==> src/sdc_pkg.sv <==
// ----------------------------------------------------------------------------
// sdc_pkg
// Shared constants and types for the swinging door compressor: default
// widths, register indexes and reset values, and the multiplier control group.
// ----------------------------------------------------------------------------
package sdc_pkg;

	// default geometry
	localparam int COORD_WIDTH_DEF = 32;
	localparam int COUNT_WIDTH_DEF = 16;

	// width of exact cross products, determinants and quotients
	localparam int WIDE_W = 128;

	// configuration registers
	localparam int DEV_W      = 31;
	localparam int TLIM_W     = 16;
	localparam int CFG_IDX_W  = 2;
	localparam int CFG_DATA_W = 31;

	localparam logic [CFG_IDX_W-1:0] REG_DEVIATION  = 2'd0;
	localparam logic [CFG_IDX_W-1:0] REG_TIME_LIMIT = 2'd1;

	localparam logic [DEV_W-1:0]  DEV_RESET  = 31'd65536;
	localparam logic [TLIM_W-1:0] TLIM_RESET = 16'hFFFF;

	// control of the shared multiply-accumulate unit
	typedef struct packed {
		logic start;  // latch operands and begin a product
		logic clear;  // accumulator starts from zero
		logic neg;    // subtract the product instead of adding it
	} mac_ctl_t;

endpackage

==> src/sdc_mac.sv <==
// ----------------------------------------------------------------------------
// sdc_mac
// Bit-serial signed multiply-accumulate. One multiplier bit per cycle,
// wide multiplicand, accumulator kept modulo 2^WIDE_W.
// ----------------------------------------------------------------------------
module sdc_mac #(
	parameter int MUL_WIDTH = sdc_pkg::COORD_WIDTH_DEF + 1
) (
	input  logic                                clk,
	input  logic                                arst_n,
	input  sdc_pkg::mac_ctl_t                   ctl,
	input  logic signed [sdc_pkg::WIDE_W-1:0]   mcand,
	input  logic signed [MUL_WIDTH-1:0]         mplier,
	output logic        [sdc_pkg::WIDE_W-1:0]   acc,
	output logic                                done
);
	import sdc_pkg::*;

	localparam int CNTW = $clog2(MUL_WIDTH);

	logic [WIDE_W-1:0]    acc_q;
	logic [WIDE_W-1:0]    mc_q;
	logic [MUL_WIDTH-1:0] mp_q;
	logic [CNTW-1:0]      cnt_q;
	logic                 busy_q;
	logic                 neg_q;
	logic                 done_q;
	logic                 last;
	logic                 sub;

	// the top multiplier bit carries negative weight
	assign last = (cnt_q == CNTW'(MUL_WIDTH - 1));
	assign sub  = last ^ neg_q;

	always_ff @(posedge clk or negedge arst_n) begin
		if (!arst_n) begin
			busy_q <= 1'b0;
			done_q <= 1'b0;
			cnt_q  <= '0;
		end else begin
			done_q <= 1'b0;
			if (ctl.start) begin
				mc_q   <= mcand;
				mp_q   <= mplier;
				neg_q  <= ctl.neg;
				cnt_q  <= '0;
				busy_q <= 1'b1;
				if (ctl.clear) begin
					acc_q <= '0;
				end
			end else if (busy_q) begin
				if (mp_q[0]) begin
					acc_q <= acc_q + (mc_q ^ {WIDE_W{sub}}) + WIDE_W'(sub);
				end
				mc_q  <= {mc_q[WIDE_W-2:0], 1'b0};
				mp_q  <= {1'b0, mp_q[MUL_WIDTH-1:1]};
				cnt_q <= cnt_q + CNTW'(1);
				if (last) begin
					busy_q <= 1'b0;
					done_q <= 1'b1;
				end
			end
		end
	end

	assign acc  = acc_q;
	assign done = done_q;

endmodule

==> src/sdc_div.sv <==
// ----------------------------------------------------------------------------
// sdc_div
// Restoring signed divider, one quotient bit per cycle, truncating toward
// zero. A final step restores the sign of the quotient.
// ----------------------------------------------------------------------------
module sdc_div (
	input  logic                          clk,
	input  logic                          arst_n,
	input  logic                          start,
	input  logic [sdc_pkg::WIDE_W-1:0]    num,
	input  logic [sdc_pkg::WIDE_W-1:0]    den,
	output logic [sdc_pkg::WIDE_W-1:0]    quot,
	output logic                          done
);
	import sdc_pkg::*;

	localparam int CNTW = $clog2(WIDE_W);

	logic [WIDE_W-1:0] rem_q;
	logic [WIDE_W-1:0] qn_q;
	logic [WIDE_W-1:0] ud_q;
	logic [WIDE_W-1:0] quot_q;
	logic [CNTW-1:0]   cnt_q;
	logic              busy_q;
	logic              fin_q;
	logic              done_q;
	logic              neg_q;
	logic [WIDE_W-1:0] shifted;
	logic              ge;

	// remainder stays below the divisor, so its top bit is always clear
	assign shifted = {rem_q[WIDE_W-2:0], qn_q[WIDE_W-1]};
	assign ge      = (shifted >= ud_q);

	always_ff @(posedge clk or negedge arst_n) begin
		if (!arst_n) begin
			busy_q <= 1'b0;
			fin_q  <= 1'b0;
			done_q <= 1'b0;
			cnt_q  <= '0;
		end else begin
			done_q <= 1'b0;
			if (start) begin
				qn_q   <= num[WIDE_W-1] ? (~num + WIDE_W'(1)) : num;
				ud_q   <= den[WIDE_W-1] ? (~den + WIDE_W'(1)) : den;
				neg_q  <= num[WIDE_W-1] ^ den[WIDE_W-1];
				rem_q  <= '0;
				cnt_q  <= '0;
				busy_q <= 1'b1;
			end else if (busy_q) begin
				rem_q <= ge ? (shifted - ud_q) : shifted;
				qn_q  <= {qn_q[WIDE_W-2:0], ge};
				cnt_q <= cnt_q + CNTW'(1);
				if (cnt_q == CNTW'(WIDE_W - 1)) begin
					busy_q <= 1'b0;
					fin_q  <= 1'b1;
				end
			end else if (fin_q) begin
				quot_q <= neg_q ? (~qn_q + WIDE_W'(1)) : qn_q;
				fin_q  <= 1'b0;
				done_q <= 1'b1;
			end
		end
	end

	assign quot = quot_q;
	assign done = done_q;

endmodule

==> src/swinging_door_compressor_unit.sv <==
// ----------------------------------------------------------------------------
// swinging_door_compressor_unit
// Swinging door trend compressor: one sample in, one stored-point report out.
// Each sample uses products on the bit-serial MAC and quotients on the divider.
// A sample inside the door costs six products; each swung line adds seven
// products and two divisions; a store adds two products.
// One sample at a time; the next is taken once the report has been taken.
// Reset (async, active low) and a write to either config register clear the door state.
// ----------------------------------------------------------------------------
module swinging_door_compressor_unit #(
	parameter int COORD_WIDTH = sdc_pkg::COORD_WIDTH_DEF,
	parameter int COUNT_WIDTH = sdc_pkg::COUNT_WIDTH_DEF
) (
	input  logic                                 clk,
	input  logic                                 arst_n,
	input  logic                                 cfg_we,
	input  logic [sdc_pkg::CFG_IDX_W-1:0]        cfg_index,
	input  logic [sdc_pkg::CFG_DATA_W-1:0]       cfg_data,
	input  logic                                 in_valid,
	output logic                                 in_ready,
	input  logic signed [COORD_WIDTH-1:0]        sample_x,
	input  logic signed [COORD_WIDTH-1:0]        sample_y,
	output logic                                 out_valid,
	input  logic                                 out_ready,
	output logic                                 stored_changed,
	output logic signed [COORD_WIDTH-1:0]        stored_x,
	output logic signed [COORD_WIDTH-1:0]        stored_y
);
	import sdc_pkg::*;

	localparam int DW = COORD_WIDTH + 1;
	localparam int AW = WIDE_W;
	localparam int EW = ((COORD_WIDTH > DEV_W) ? COORD_WIDTH : DEV_W) + 2;
	localparam int TW = (COUNT_WIDTH > TLIM_W) ? COUNT_WIDTH : TLIM_W;
	localparam logic signed [COORD_WIDTH-1:0] CMAX = {1'b0, {(COORD_WIDTH-1){1'b1}}};
	localparam logic signed [COORD_WIDTH-1:0] CMIN = {1'b1, {(COORD_WIDTH-1){1'b0}}};

	typedef enum logic [8:0] {
		S_IDLE  = 9'b000000001,
		S_STORE = 9'b000000010,
		S_SETL  = 9'b000000100,
		S_MGO   = 9'b000001000,
		S_MWAIT = 9'b000010000,
		S_DGO   = 9'b000100000,
		S_DWAIT = 9'b001000000,
		S_TAIL  = 9'b010000000,
		S_OUT   = 9'b100000000
	} state_t;

	typedef enum logic [3:0] {
		U_CLS0A, U_CLS0B, U_CLS1A, U_CLS1B, U_CLS2A, U_CLS2B,
		U_LC, U_DETA, U_DETB, U_DXA, U_DXB, U_DYA, U_DYB, U_SCU, U_SCL
	} uop_t;

	function automatic logic signed [COORD_WIDTH-1:0] sat_wide(
		input logic signed [AW-1:0] v
	);
		logic signed [COORD_WIDTH-1:0] r;
		if (v > AW'(CMAX)) begin
			r = CMAX;
		end else if (v < AW'(CMIN)) begin
			r = CMIN;
		end else begin
			r = v[COORD_WIDTH-1:0];
		end
		return r;
	endfunction

	function automatic logic signed [COORD_WIDTH-1:0] sat_ext(
		input logic signed [EW-1:0] v
	);
		logic signed [COORD_WIDTH-1:0] r;
		if (v > EW'(CMAX)) begin
			r = CMAX;
		end else if (v < EW'(CMIN)) begin
			r = CMIN;
		end else begin
			r = v[COORD_WIDTH-1:0];
		end
		return r;
	endfunction

	state_t state_q;
	uop_t   uop_q;

	logic                           ready_q;
	logic [COUNT_WIDTH-1:0]         cnt_q;
	logic [DEV_W-1:0]               dev_q;
	logic [TLIM_W-1:0]              tl_q;
	logic signed [COORD_WIDTH-1:0]  smp_x_q, smp_y_q;
	logic signed [COORD_WIDTH-1:0]  st_x_q, st_y_q;
	logic signed [COORD_WIDTH-1:0]  pv_x_q, pv_y_q;
	logic signed [COORD_WIDTH-1:0]  anc_x_q, lo_y_q, up_y_q;
	logic signed [COORD_WIDTH-1:0]  piv_x_q, piv_y_q, newx_q;
	logic signed [DW-1:0]           la_q, lb_q, ua_q, ub_q;
	logic signed [AW-1:0]           lc_q, uc_q, det_q, numx_q;
	logic                           changed_q;
	logic                           slu_neg_q, slu_zero_q, sl_neg_q, sl_zero_q;
	logic                           double_q, upper_q, tail_q, store_prev_q, div_y_q;

	// shared units
	mac_ctl_t                mac_ctl;
	logic signed [AW-1:0]    mac_mcand;
	logic signed [DW-1:0]    mac_mplier;
	logic [AW-1:0]           mac_acc;
	logic                    mac_done;
	logic signed [AW-1:0]    acc_s;
	logic                    acc_neg, acc_zero;
	logic [AW-1:0]           div_num;
	logic [AW-1:0]           div_quot;
	logic                    div_done;
	logic signed [AW-1:0]    quot_s;
	logic signed [AW-1:0]    x_sum;
	logic signed [COORD_WIDTH-1:0] x_sat, y_sat;

	sdc_mac #(
		.MUL_WIDTH (DW)
	) u_mac (
		.clk    (clk),
		.arst_n (arst_n),
		.ctl    (mac_ctl),
		.mcand  (mac_mcand),
		.mplier (mac_mplier),
		.acc    (mac_acc),
		.done   (mac_done)
	);

	sdc_div u_div (
		.clk    (clk),
		.arst_n (arst_n),
		.start  (state_q == S_DGO),
		.num    (div_num),
		.den    (det_q),
		.quot   (div_quot),
		.done   (div_done)
	);

	assign acc_s    = mac_acc;
	assign acc_neg  = acc_s[AW-1];
	assign acc_zero = (mac_acc == '0);
	assign div_num  = div_y_q ? mac_acc : numx_q;
	assign quot_s   = div_quot;
	assign x_sum    = quot_s + AW'(anc_x_q);
	assign x_sat    = sat_wide(x_sum);
	assign y_sat    = sat_wide(quot_s);

	// store point: from the held sample or from the previous sample
	logic signed [COORD_WIDTH-1:0] st_sx, st_sy, lo_new, up_new;
	logic signed [EW-1:0]          sy_e, dev_e;
	logic signed [DW-1:0]          sa_lo, sa_up, sb;

	assign st_sx  = store_prev_q ? pv_x_q : smp_x_q;
	assign st_sy  = store_prev_q ? pv_y_q : smp_y_q;
	assign sy_e   = EW'(st_sy);
	assign dev_e  = EW'(dev_q);
	assign lo_new = sat_ext(sy_e - dev_e);
	assign up_new = sat_ext(sy_e + dev_e);
	assign sa_lo  = DW'(lo_new) - DW'(smp_y_q);
	assign sa_up  = DW'(up_new) - DW'(smp_y_q);
	assign sb     = DW'(smp_x_q) - DW'(st_sx);

	// moved line through its anchor and the sample
	logic signed [COORD_WIDTH-1:0] ln_ay;
	logic signed [DW-1:0]          ln_a, ln_b;

	assign ln_ay = upper_q ? up_y_q : lo_y_q;
	assign ln_a  = DW'(ln_ay) - DW'(smp_y_q);
	assign ln_b  = DW'(smp_x_q) - DW'(anc_x_q);

	// orientation tests: lower-upper, lower-pivot, upper-pivot
	logic [1:0]                    cls_k;
	logic signed [COORD_WIDTH-1:0] c_ay, c_bx, c_by;
	logic signed [DW-1:0]          d_bx, d_by, d_px, d_py;

	always_comb begin
		unique case (uop_q)
			U_CLS0A, U_CLS0B: cls_k = 2'd0;
			U_CLS1A, U_CLS1B: cls_k = 2'd1;
			default:          cls_k = 2'd2;
		endcase
	end

	assign c_ay = (cls_k == 2'd2) ? up_y_q : lo_y_q;
	assign c_bx = (cls_k == 2'd0) ? anc_x_q : piv_x_q;
	assign c_by = (cls_k == 2'd0) ? up_y_q : piv_y_q;
	assign d_bx = DW'(c_bx) - DW'(anc_x_q);
	assign d_by = DW'(c_by) - DW'(c_ay);
	assign d_px = DW'(smp_x_q) - DW'(anc_x_q);
	assign d_py = DW'(smp_y_q) - DW'(c_ay);

	// operand selection for the MAC
	always_comb begin
		mac_ctl.start = (state_q == S_MGO);
		mac_ctl.clear = 1'b1;
		mac_ctl.neg   = 1'b0;
		mac_mcand     = AW'(d_bx);
		mac_mplier    = d_py;
		unique case (uop_q)
			U_CLS0A, U_CLS1A, U_CLS2A: begin
				mac_mcand  = AW'(d_bx);
				mac_mplier = d_py;
			end
			U_CLS0B, U_CLS1B, U_CLS2B: begin
				mac_ctl.clear = 1'b0;
				mac_ctl.neg   = 1'b1;
				mac_mcand     = AW'(d_by);
				mac_mplier    = d_px;
			end
			U_LC: begin
				mac_mcand  = AW'(ln_ay);
				mac_mplier = upper_q ? ub_q : lb_q;
			end
			U_DETA: begin
				mac_mcand  = AW'(la_q);
				mac_mplier = ub_q;
			end
			U_DETB: begin
				mac_ctl.clear = 1'b0;
				mac_ctl.neg   = 1'b1;
				mac_mcand     = AW'(lb_q);
				mac_mplier    = ua_q;
			end
			U_DXA: begin
				mac_mcand  = lc_q;
				mac_mplier = ub_q;
			end
			U_DXB: begin
				mac_ctl.clear = 1'b0;
				mac_ctl.neg   = 1'b1;
				mac_mcand     = uc_q;
				mac_mplier    = lb_q;
			end
			U_DYA: begin
				mac_mcand  = uc_q;
				mac_mplier = la_q;
			end
			U_DYB: begin
				mac_ctl.clear = 1'b0;
				mac_ctl.neg   = 1'b1;
				mac_mcand     = lc_q;
				mac_mplier    = ua_q;
			end
			U_SCU: begin
				mac_mcand  = AW'(up_y_q);
				mac_mplier = ub_q;
			end
			U_SCL: begin
				mac_mcand  = AW'(lo_y_q);
				mac_mplier = lb_q;
			end
			default: begin
				mac_ctl.start = 1'b0;
			end
		endcase
	end

	// door position of the sample
	logic sl_pos, su_pos, su_neg, in_door;

	assign sl_pos  = !sl_neg_q && !sl_zero_q;
	assign su_neg  = acc_neg;
	assign su_pos  = !acc_neg && !acc_zero;
	assign in_door = (slu_zero_q && sl_zero_q && acc_zero) ||
	                 (slu_neg_q && sl_pos && su_neg);

	// sequencer and door state
	always_ff @(posedge clk or negedge arst_n) begin
		if (!arst_n) begin
			state_q <= S_IDLE;
			uop_q   <= U_CLS0A;
			ready_q <= 1'b0;
			cnt_q   <= '0;
			dev_q   <= DEV_RESET;
			tl_q    <= TLIM_RESET;
		end else begin
			unique case (state_q)
				S_IDLE: begin
					if (in_valid) begin
						smp_x_q   <= sample_x;
						smp_y_q   <= sample_y;
						changed_q <= 1'b0;
						if (!ready_q) begin
							store_prev_q <= 1'b0;
							tail_q       <= 1'b0;
							state_q      <= S_STORE;
						end else begin
							uop_q   <= U_CLS0A;
							state_q <= S_MGO;
						end
					end
				end
				S_STORE: begin
					anc_x_q   <= st_sx;
					lo_y_q    <= lo_new;
					up_y_q    <= up_new;
					st_x_q    <= st_sx;
					st_y_q    <= st_sy;
					pv_x_q    <= st_sx;
					pv_y_q    <= st_sy;
					piv_x_q   <= smp_x_q;
					piv_y_q   <= smp_y_q;
					la_q      <= sa_lo;
					ua_q      <= sa_up;
					lb_q      <= sb;
					ub_q      <= sb;
					ready_q   <= 1'b1;
					changed_q <= 1'b1;
					cnt_q     <= '0;
					uop_q     <= U_SCU;
					state_q   <= S_MGO;
				end
				S_SETL: begin
					if (upper_q) begin
						ua_q <= ln_a;
						ub_q <= ln_b;
					end else begin
						la_q <= ln_a;
						lb_q <= ln_b;
					end
					uop_q   <= U_LC;
					state_q <= S_MGO;
				end
				S_MGO: begin
					state_q <= S_MWAIT;
				end
				S_MWAIT: begin
					if (mac_done) begin
						unique case (uop_q)
							U_CLS0A: begin
								uop_q   <= U_CLS0B;
								state_q <= S_MGO;
							end
							U_CLS0B: begin
								slu_neg_q  <= acc_neg;
								slu_zero_q <= acc_zero;
								uop_q      <= U_CLS1A;
								state_q    <= S_MGO;
							end
							U_CLS1A: begin
								uop_q   <= U_CLS1B;
								state_q <= S_MGO;
							end
							U_CLS1B: begin
								sl_neg_q  <= acc_neg;
								sl_zero_q <= acc_zero;
								uop_q     <= U_CLS2A;
								state_q   <= S_MGO;
							end
							U_CLS2A: begin
								uop_q   <= U_CLS2B;
								state_q <= S_MGO;
							end
							U_CLS2B: begin
								// swing lower first on a double swing
								if (in_door) begin
									state_q <= S_TAIL;
								end else if (sl_neg_q && su_pos) begin
									double_q <= 1'b1;
									upper_q  <= 1'b0;
									state_q  <= S_SETL;
								end else if (sl_neg_q) begin
									double_q <= 1'b0;
									upper_q  <= 1'b0;
									state_q  <= S_SETL;
								end else if (su_pos) begin
									double_q <= 1'b0;
									upper_q  <= 1'b1;
									state_q  <= S_SETL;
								end else begin
									state_q <= S_TAIL;
								end
							end
							U_LC: begin
								if (upper_q) begin
									uc_q <= acc_s;
								end else begin
									lc_q <= acc_s;
								end
								uop_q   <= U_DETA;
								state_q <= S_MGO;
							end
							U_DETA: begin
								uop_q   <= U_DETB;
								state_q <= S_MGO;
							end
							U_DETB: begin
								// parallel lines: fall back to the previous sample
								if (acc_zero) begin
									store_prev_q <= 1'b1;
									tail_q       <= 1'b1;
									state_q      <= S_STORE;
								end else begin
									det_q   <= acc_s;
									uop_q   <= U_DXA;
									state_q <= S_MGO;
								end
							end
							U_DXA: begin
								uop_q   <= U_DXB;
								state_q <= S_MGO;
							end
							U_DXB: begin
								numx_q  <= acc_s;
								uop_q   <= U_DYA;
								state_q <= S_MGO;
							end
							U_DYA: begin
								uop_q   <= U_DYB;
								state_q <= S_MGO;
							end
							U_DYB: begin
								div_y_q <= 1'b0;
								state_q <= S_DGO;
							end
							U_SCU: begin
								uc_q    <= acc_s;
								uop_q   <= U_SCL;
								state_q <= S_MGO;
							end
							U_SCL: begin
								lc_q    <= acc_s;
								state_q <= tail_q ? S_TAIL : S_OUT;
							end
							default: begin
								state_q <= S_IDLE;
							end
						endcase
					end
				end
				S_DGO: begin
					state_q <= S_DWAIT;
				end
				S_DWAIT: begin
					if (div_done) begin
						if (!div_y_q) begin
							newx_q  <= x_sat;
							div_y_q <= 1'b1;
							state_q <= S_DGO;
						end else if (newx_q > piv_x_q) begin
							piv_x_q <= newx_q;
							piv_y_q <= y_sat;
							if (double_q && !upper_q) begin
								upper_q <= 1'b1;
								state_q <= S_SETL;
							end else begin
								state_q <= S_TAIL;
							end
						end else begin
							// pivot did not advance
							store_prev_q <= 1'b1;
							tail_q       <= 1'b1;
							state_q      <= S_STORE;
						end
					end
				end
				S_TAIL: begin
					pv_x_q <= smp_x_q;
					pv_y_q <= smp_y_q;
					if (cnt_q != '1) begin
						cnt_q <= cnt_q + COUNT_WIDTH'(1);
					end
					// compare uses the count before it steps
					if (TW'(cnt_q) >= TW'(tl_q)) begin
						store_prev_q <= 1'b0;
						tail_q       <= 1'b0;
						state_q      <= S_STORE;
					end else begin
						state_q <= S_OUT;
					end
				end
				S_OUT: begin
					if (out_ready) begin
						state_q <= S_IDLE;
					end
				end
				default: begin
					state_q <= S_IDLE;
				end
			endcase

			// a write to either config register clears the door
			if (cfg_we) begin
				if (cfg_index == REG_DEVIATION) begin
					dev_q   <= cfg_data[DEV_W-1:0];
					ready_q <= 1'b0;
					cnt_q   <= '0;
				end else if (cfg_index == REG_TIME_LIMIT) begin
					tl_q    <= cfg_data[TLIM_W-1:0];
					ready_q <= 1'b0;
					cnt_q   <= '0;
				end
			end
		end
	end

	assign in_ready       = (state_q == S_IDLE);
	assign out_valid      = (state_q == S_OUT);
	assign stored_changed = changed_q;
	assign stored_x       = st_x_q;
	assign stored_y       = st_y_q;

endmodule
==> config.mk <==
export PLATFORM = sky130hd
export DESIGN_NAME = swinging_door_compressor_unit
export DESIGN_NICKNAME = d
export VERILOG_FILES = /design/src/sdc_pkg.sv /design/src/sdc_mac.sv /design/src/sdc_div.sv /design/src/swinging_door_compressor_unit.sv
export SDC_FILE = /design/constraint.sdc
export NUM_CORES = 2
export LEC_CHECK = 0
export BUFFER_PORTS_ARGS = -buffer_cell sky130_fd_sc_hd__buf_4
export CORE_MARGIN = 5
export CORE_UTILIZATION = 35
export DETAILED_ROUTE_END_ITERATION = 10
export PLACE_DENSITY_LB_ADDON = 0.25
export SKIP_LAST_GASP = 1
export SLEW_MARGIN = 20
export SYNTH_ARGS = -nofsm -noshare
export SYNTH_HDL_FRONTEND = slang
export SYNTH_HIERARCHICAL = 1
export SYNTH_SLANG_ARGS = --single-unit
==> constraint.sdc <==
create_clock -name clk -period 33.3 [get_ports clk]
set_input_delay 3.33 -clock clk [delete_from_list [all_inputs] [get_ports clk]]
set_output_delay 3.33 -clock clk [all_outputs]
set_load 0.05 [all_outputs]
## Word level (Yosys, flattened, before mapping)

Index checks and enable logic that the tools add are counted.

- Flip-flop bits (word level): 1903
- Logic and storage cells: 355

- Add/sub/neg operators: 20
- $lt $le $gt $ge: 11
- Eq/ne operators: 53
- Multiplexer cells: 136
- Bitwise gates (word level): 12
- Reduce and logical (&&, ||, !) cells: 72

Operators with widths:

| kind | count |
|---|---|
| $mux W128 | 15 |
| $pmux W128 S8 | 1 |
| $mux W32 | 19 |
| $pmux W128 S2 | 2 |
| $add A128 B1 Y128 const B | 3 |
| $not A128 Y128 | 3 |
| $sub A32 B32 Y33 | 9 |
| $pmux W33 S2 | 4 |
| $gt A128 B32 Y1 const B | 2 |
| $lt A128 B32 Y1 const B | 2 |
| $pmux W32 S2 | 4 |
| $mux W33 | 7 |
| $pmux W33 S6 | 1 |
| $add A128 B1 Y128 | 1 |
| $add A128 B128 Y128 | 1 |
| $add A128 B32 Y128 | 1 |
| $ge A128 B128 Y1 | 1 |
| $logic_not A128 Y1 | 1 |
| $sub A128 B128 Y128 | 1 |
| $xor A128 B128 Y128 | 1 |
| $mux W127 | 1 |
| $mux W9 | 8 |
| $pmux W9 S8 | 1 |
| $gt A33 B32 Y1 const B | 2 |
| 66 further kinds | 213 |

## Depth between registers and ports, before layout

- Word-level depth: 10
- Mapped depth: 42
- Depth with buffers taken out: 38

## Hierarchy

The synthesis kept the hierarchy.

Modules (own cells, without submodules):

| module | instances | cells each | area an instance (µm²) | sequential area each (µm²) |
|---|---|---|---|---|
| swinging_door_compressor_unit | 1 | 6781 | 70178.6 | 32098.3 |
| sdc_div | 1 | 4111 | 37518.5 | 15625.0 |
| sdc_mac | 1 | 2074 | 21062.7 | 8908.5 |

## Worst setup path before layout

No wires, ideal clock.

- Path kind: input -> register
- From: in arst_n
- To: reg u_mac.acc_q[0], in the netlist u_mac/acc[0] (enable)
- Setup time: 632 ps
- Arrival time: 12666 ps
- Required time: 32668 ps
- Path slack: 20002 ps
- Cell stages on the path: 2
- Path through: o21a_1 > nor2b_1

- Word-level cells in the longest chain between the ends: 1

RTL lines:

| what | RTL line | RTL |
|---|---|---|
| start, declared | swinging_door_compressor_unit.sv:15 | `input logic arst_n,` |
| $reduce_and A4 Y1 (no source line) | - |  |
| end signal, assigned | sdc_mac.sv:53 | `acc_q <= acc_q + (mc_q ^ {WIDE_W{sub}}) + WIDE_W'(sub);` |
| end, declared | sdc_mac.sv:21 | `logic [WIDE_W-1:0] acc_q;` |

Every way passes these cells.
A chain may end at the register's enable or synchronous reset.

## Worst setup path in the final report

- From: reg store_prev_q
- To: reg la_q[30] (data pin)

- Word-level cells in the longest chain between the ends: 7
- Elaborated cells on any way between the ends: 8
- Those cells by class: 2 x add/sub; 2 x order compare; 4 x mux

RTL lines:

| what | RTL line | RTL |
|---|---|---|
| start, declared | swinging_door_compressor_unit.sv:99 | `logic double_q, upper_q, tail_q, store_prev_q, div_y_q;` |
| start signal, assigned | swinging_door_compressor_unit.sv:283 | `store_prev_q <= 1'b0;` |
| start signal, assigned | swinging_door_compressor_unit.sv:389 | `store_prev_q <= 1'b1;` |
| start signal, assigned | swinging_door_compressor_unit.sv:450 | `store_prev_q <= 1'b1;` |
| $mux W32 * | swinging_door_compressor_unit.sv:153 | `assign st_sy = store_prev_q ? pv_y_q : smp_y_q;` |
| named net st_sy[3] | swinging_door_compressor_unit.sv:148 | `logic signed [COORD_WIDTH-1:0] st_sx, st_sy, lo_new, up_new;` |
| $sub A32 B32 Y33 * | swinging_door_compressor_unit.sv:156 | `assign lo_new = sat_ext(sy_e - dev_e);` |
| $lt A33 B32 Y1 | swinging_door_compressor_unit.sv:75 | `end else if (v < EW'(CMIN)) begin` |
| $mux W32 | swinging_door_compressor_unit.sv:75 |  |
| $mux W32 * | swinging_door_compressor_unit.sv:73 | `if (v > EW'(CMAX)) begin` |
| named net lo_new[2] | swinging_door_compressor_unit.sv:148 |  |
| $sub A32 B32 Y33 * | swinging_door_compressor_unit.sv:158 | `assign sa_lo = DW'(lo_new) - DW'(smp_y_q);` |
| $pmux W33 S2 * | swinging_door_compressor_unit.sv:276 | `unique case (state_q)` |
| end signal, assigned | swinging_door_compressor_unit.sv:302 | `la_q <= sa_lo;` |
| end signal, assigned | swinging_door_compressor_unit.sv:317 | `la_q <= ln_a;` |
| end, declared | swinging_door_compressor_unit.sv:95 | `logic signed [DW-1:0] la_q, lb_q, ua_q, ub_q;` |

Mark *: on every way through the listed nets, which the timed path passes. The rest lies on a longest branch.

==> impl_metrics.csv <==
group,metric,value,unit
power_and_ir_drop,p_sw,4.40,mW
placement,portBuffers,168,
worst_setup_path,critPathArrivalTime,11.09,ns
floorplan,die_h,617,um
final_layout,area_growth,11.2,%
worst_setup_path,r2r_start,"store_prev_q",
final_layout,layout_common_cells,"edfxtp_1, a21oi_1, nand2_1",
yosys,netlist.area_leader.share,42.1,%
global_route,first_global_vias,98900,
floorplan,rows,222,
yosys,synth_nets,13900,
cts,cts_sinks,1901,
worst_setup_path,cp-start-kind,"register",
min_path,min_from,"u_mac/mp_q[30]",
yosys,syn_area,0.129,sq mm
global_route,grt_use_met2,34.1,%
power_and_ir_drop,vdd_drop_max,0.0656,mV
floorplan,start_util,35.2,%
final_layout,fillers,36200,
cts,cts_buffers,222,
power_and_ir_drop,p_seq_share,31.6,%
worst_setup_path,cpMaxStageDelayCell,"buf_4",
yosys,ys_types,114,
worst_setup_path,path_class,"reg2reg",
sta,slew_headroom,16.5,%
placement,placedCellCount,17600,
sta,finalCritPeriodShare,31.6,%
cts,cts_hold_buf,0,
worst_setup_path,cp-startpoint,"store_prev_q",
global_route,use_met1,33.8,%
job,drv_cap,0,
power_and_ir_drop,powerDensity,74.9,mW/mm^2
global_route,grt_overflow_total,0,
drt,viasPerCell,5.84,
drt,drt_pass1_iterations,9,
yosys,yosysTopAreaCell,"edfxtp_1",
cts,post_cts_buffers,0,
final_layout,layout_commonest_cell,"edfxtp_1",
run_status,status,"finished, final reports clean",
floorplan,die_area,0.380,sq mm
cts,clock-root-buffer,"clkbuf_16",
power_and_ir_drop,leakagePower,52.4,nW
yosys,synthFlopType,"edfxtp_1",
final_layout,nets,13900,
drt,drt-total-wl,464000,um
floorplan,fp.dieW,617,um
global_route,grt_max_degree,150,
yosys,synth_edf_count,1806,
worst_setup_path,end_kind,"register",
power_and_ir_drop,sw_frac_of_total,41.1,%
sta,finalSetupTns,0,ns
yosys,avgSynthCellArea,9.93,sq um
sta,drv_slew,0,
sta,fin_skew,0.143,ns
yosys,async_flop_share,5.00,%
worst_setup_path,path_common_cell,"o21ai_0",
power_and_ir_drop,p_comb_share,44.5,%
floorplan,io_pins,169,
global_route,grt_util_all_layers,23.3,%
yosys,yosysSeqAreaShare,44.0,%
yosys,yosys_warnings,6,
power_and_ir_drop,clkPwrFrac,23.9,%
sta,tightestPinTransition,1.24,ns
final_layout,fin_cells,18000,
floorplan,core_area,0.366,sq mm
global_route,grt_pass1_wl,674000,um
drt,vias,105000,
sta,final.min_clock_period,10.52,ns
cts,clk_latency,0.98,ns
yosys,synth_area_leaders,"edfxtp_1, ha_1, xnor2_1",
min_path,hp-class,"reg2reg",
sta,setup_viol,0,
placement,gp_congestion,0.978,
sta,fmax,95.1,MHz
drt,drc_errors,0,
placement,dpl.hpwl,356000,um
drt,drt_iter0_markers,12300,
worst_setup_path,critPathRequiredTime,33.87,ns
drt,detail_route.wl_per_cell,25.8,um
sta,rsz0062_at_grt,"false",
final_layout,final_layout_size_suffix_gt1_share,10.1,%
power_and_ir_drop,p_int,6.32,mW
yosys,synth.ff_latch_count,1901,
power_and_ir_drop,power,10.7,mW
cts,clk_path_buf_depth,4,
cts,post_cts_resized,0,
cts,cts_tree,"yes",
worst_setup_path,slowest_delay,0.55,ns
global_route,antenna_found_initial,44,
cts,clk_pin_slew,0.06,ns
cts,cts_max_level,4,
global_route,top_usage_layer,"met2",
sta,hold_viol,0,
global_route,use_met3,4.94,%
worst_setup_path,path_max_fanout,58,
drt,antenna_left,0,
yosys,synthCells,13000,
[critical path: cells and delay by family, from the launching register on]
kind / cells / cell delay, ns
mux: 1 / 0.26
simple gates: 8 / 1.44
xor+xnor: 1 / 0.17
fa+ha+maj: 2 / 0.70
compound gates: 21 / 5.73
buf+inv: 4 / 1.39
flops: 1 / 0.34
[synthesized netlist by cell type (91+ instances only)]
cell type	count
nand2_1	1076
o21ai_0	818
or3_1	160
o21a_1	110
edfxtp_1	1806
nor2_1	1052
inv_1	549
xnor2_1	727
mux2_2	442
nor3_1	244
ha_1	781
a221o_1	139
nand4_1	265
o21bai_1	148
clkbuf_1	519
a21oi_1	1121
a31oi_1	91
xor2_1	366
mux2i_1	100
nor4_1	155
nor2b_1	91
a21o_1	347
nand3_1	218
nand2b_1	147
a22oi_1	122
a211oi_1	121
o31ai_1	143
[power by group through the flow]
stage	Clock, mW	Sequential (mW)	Combinational, mW
floorplan	0	3.28	3.21
global placement	0	3.43	4.63
detailed placement	0	3.43	4.63
CTS	2.62	3.38	4.66
global route	2.72	3.41	5.14
finish	2.56	3.39	4.77
[area by class of cell]
cell class	instances	area [sq um]	share of cell area, %
timing repair buffer	348	2680	1.87
sequential	1901	56600	39.6
clock inverter	140	1560	1.09
multi-input combinational	9935	68200	47.6
clock buffer	268	5980	4.18
antenna	5	12.5	0.00874
inverter	551	2070	1.44
tap	4816	6030	4.21
[per-layer routing]
layer	vias up	wire length, um
met5	-	78
met4	12	18300
met3	719	41900
met2	4197	193000
met1	51300	210000
li1	48700	-
[flip-flops by register name, indices dropped and copies added (netlist names), 33 cells and up]
| signal | flops |
|---|---|
| u_div/ud_q | 128 |
| ua_q | 33 |
| u_div/rem_q | 127 |
| numx_q | 128 |
| lb_q | 33 |
| u_div/qn_q | 128 |
| u_mac/acc | 128 |
| la_q | 33 |
| u_mac/mc_q | 128 |
| u_div/quot | 128 |
| u_mac/mp_q | 33 |
| det_q | 128 |
| uc_q | 128 |
| lc_q | 128 |
| ub_q | 33 |
[final timing paths]
kind | end | slack [ns] | cells after the start
setup / recovery | la_q[30] | 22.78 | 37
hold / removal | u_mac/mp_q[29] | 0.49 | 1
setup reg to reg | la_q[30] | 22.78 | 37
hold reg to reg | u_mac/mp_q[29] | 0.49 | 1
max in group asynchronous | u_div/busy_q | 29.18 | 3
min in group asynchronous | cnt_q[5] | 2.26 | 1
[cell families (layout without fill, tap and decap cells)]
| group | Yosys count | count (layout) | synth area share [%] |
|---|---|---|---|
| AOI/OAI and AO/OA | 3703 | 3703 | 18.5 |
| muxes | 545 | 545 | 4.68 |
| adders and majority gates | 794 | 794 | 7.79 |
| other | 0 | 5 | 0 |
| and+or+nand+nor | 3800 | 3800 | 14.2 |
| xor gates and xnor gates | 1093 | 1093 | 7.43 |
| DFF | 1901 | 1901 | 44.0 |
| buffers and inverters | 1130 | 1307 | 3.34 |
[through the flow]
| step | hold slack, ns | instance area, sq um | setup WS (ns) | utilization [%] |
|---|---|---|---|---|
| 2_1_floorplan | 0.452 | 129000 | 20.00 | - |
| 3_3_place_gp | 0.475 | 136000 | 22.99 | 37.0 |
| 3_5_place_dp | 0.476 | 136000 | 23.05 | 37.0 |
| 4_1_cts | 0.449 | 143000 | 22.87 | 39.1 |
| 5_1_grt | 0.473 | 143000 | 21.95 | 39.1 |
| 6_report | 0.485 | 143000 | 22.78 | 39.1 |
Power figures use the tool's default switching activity.
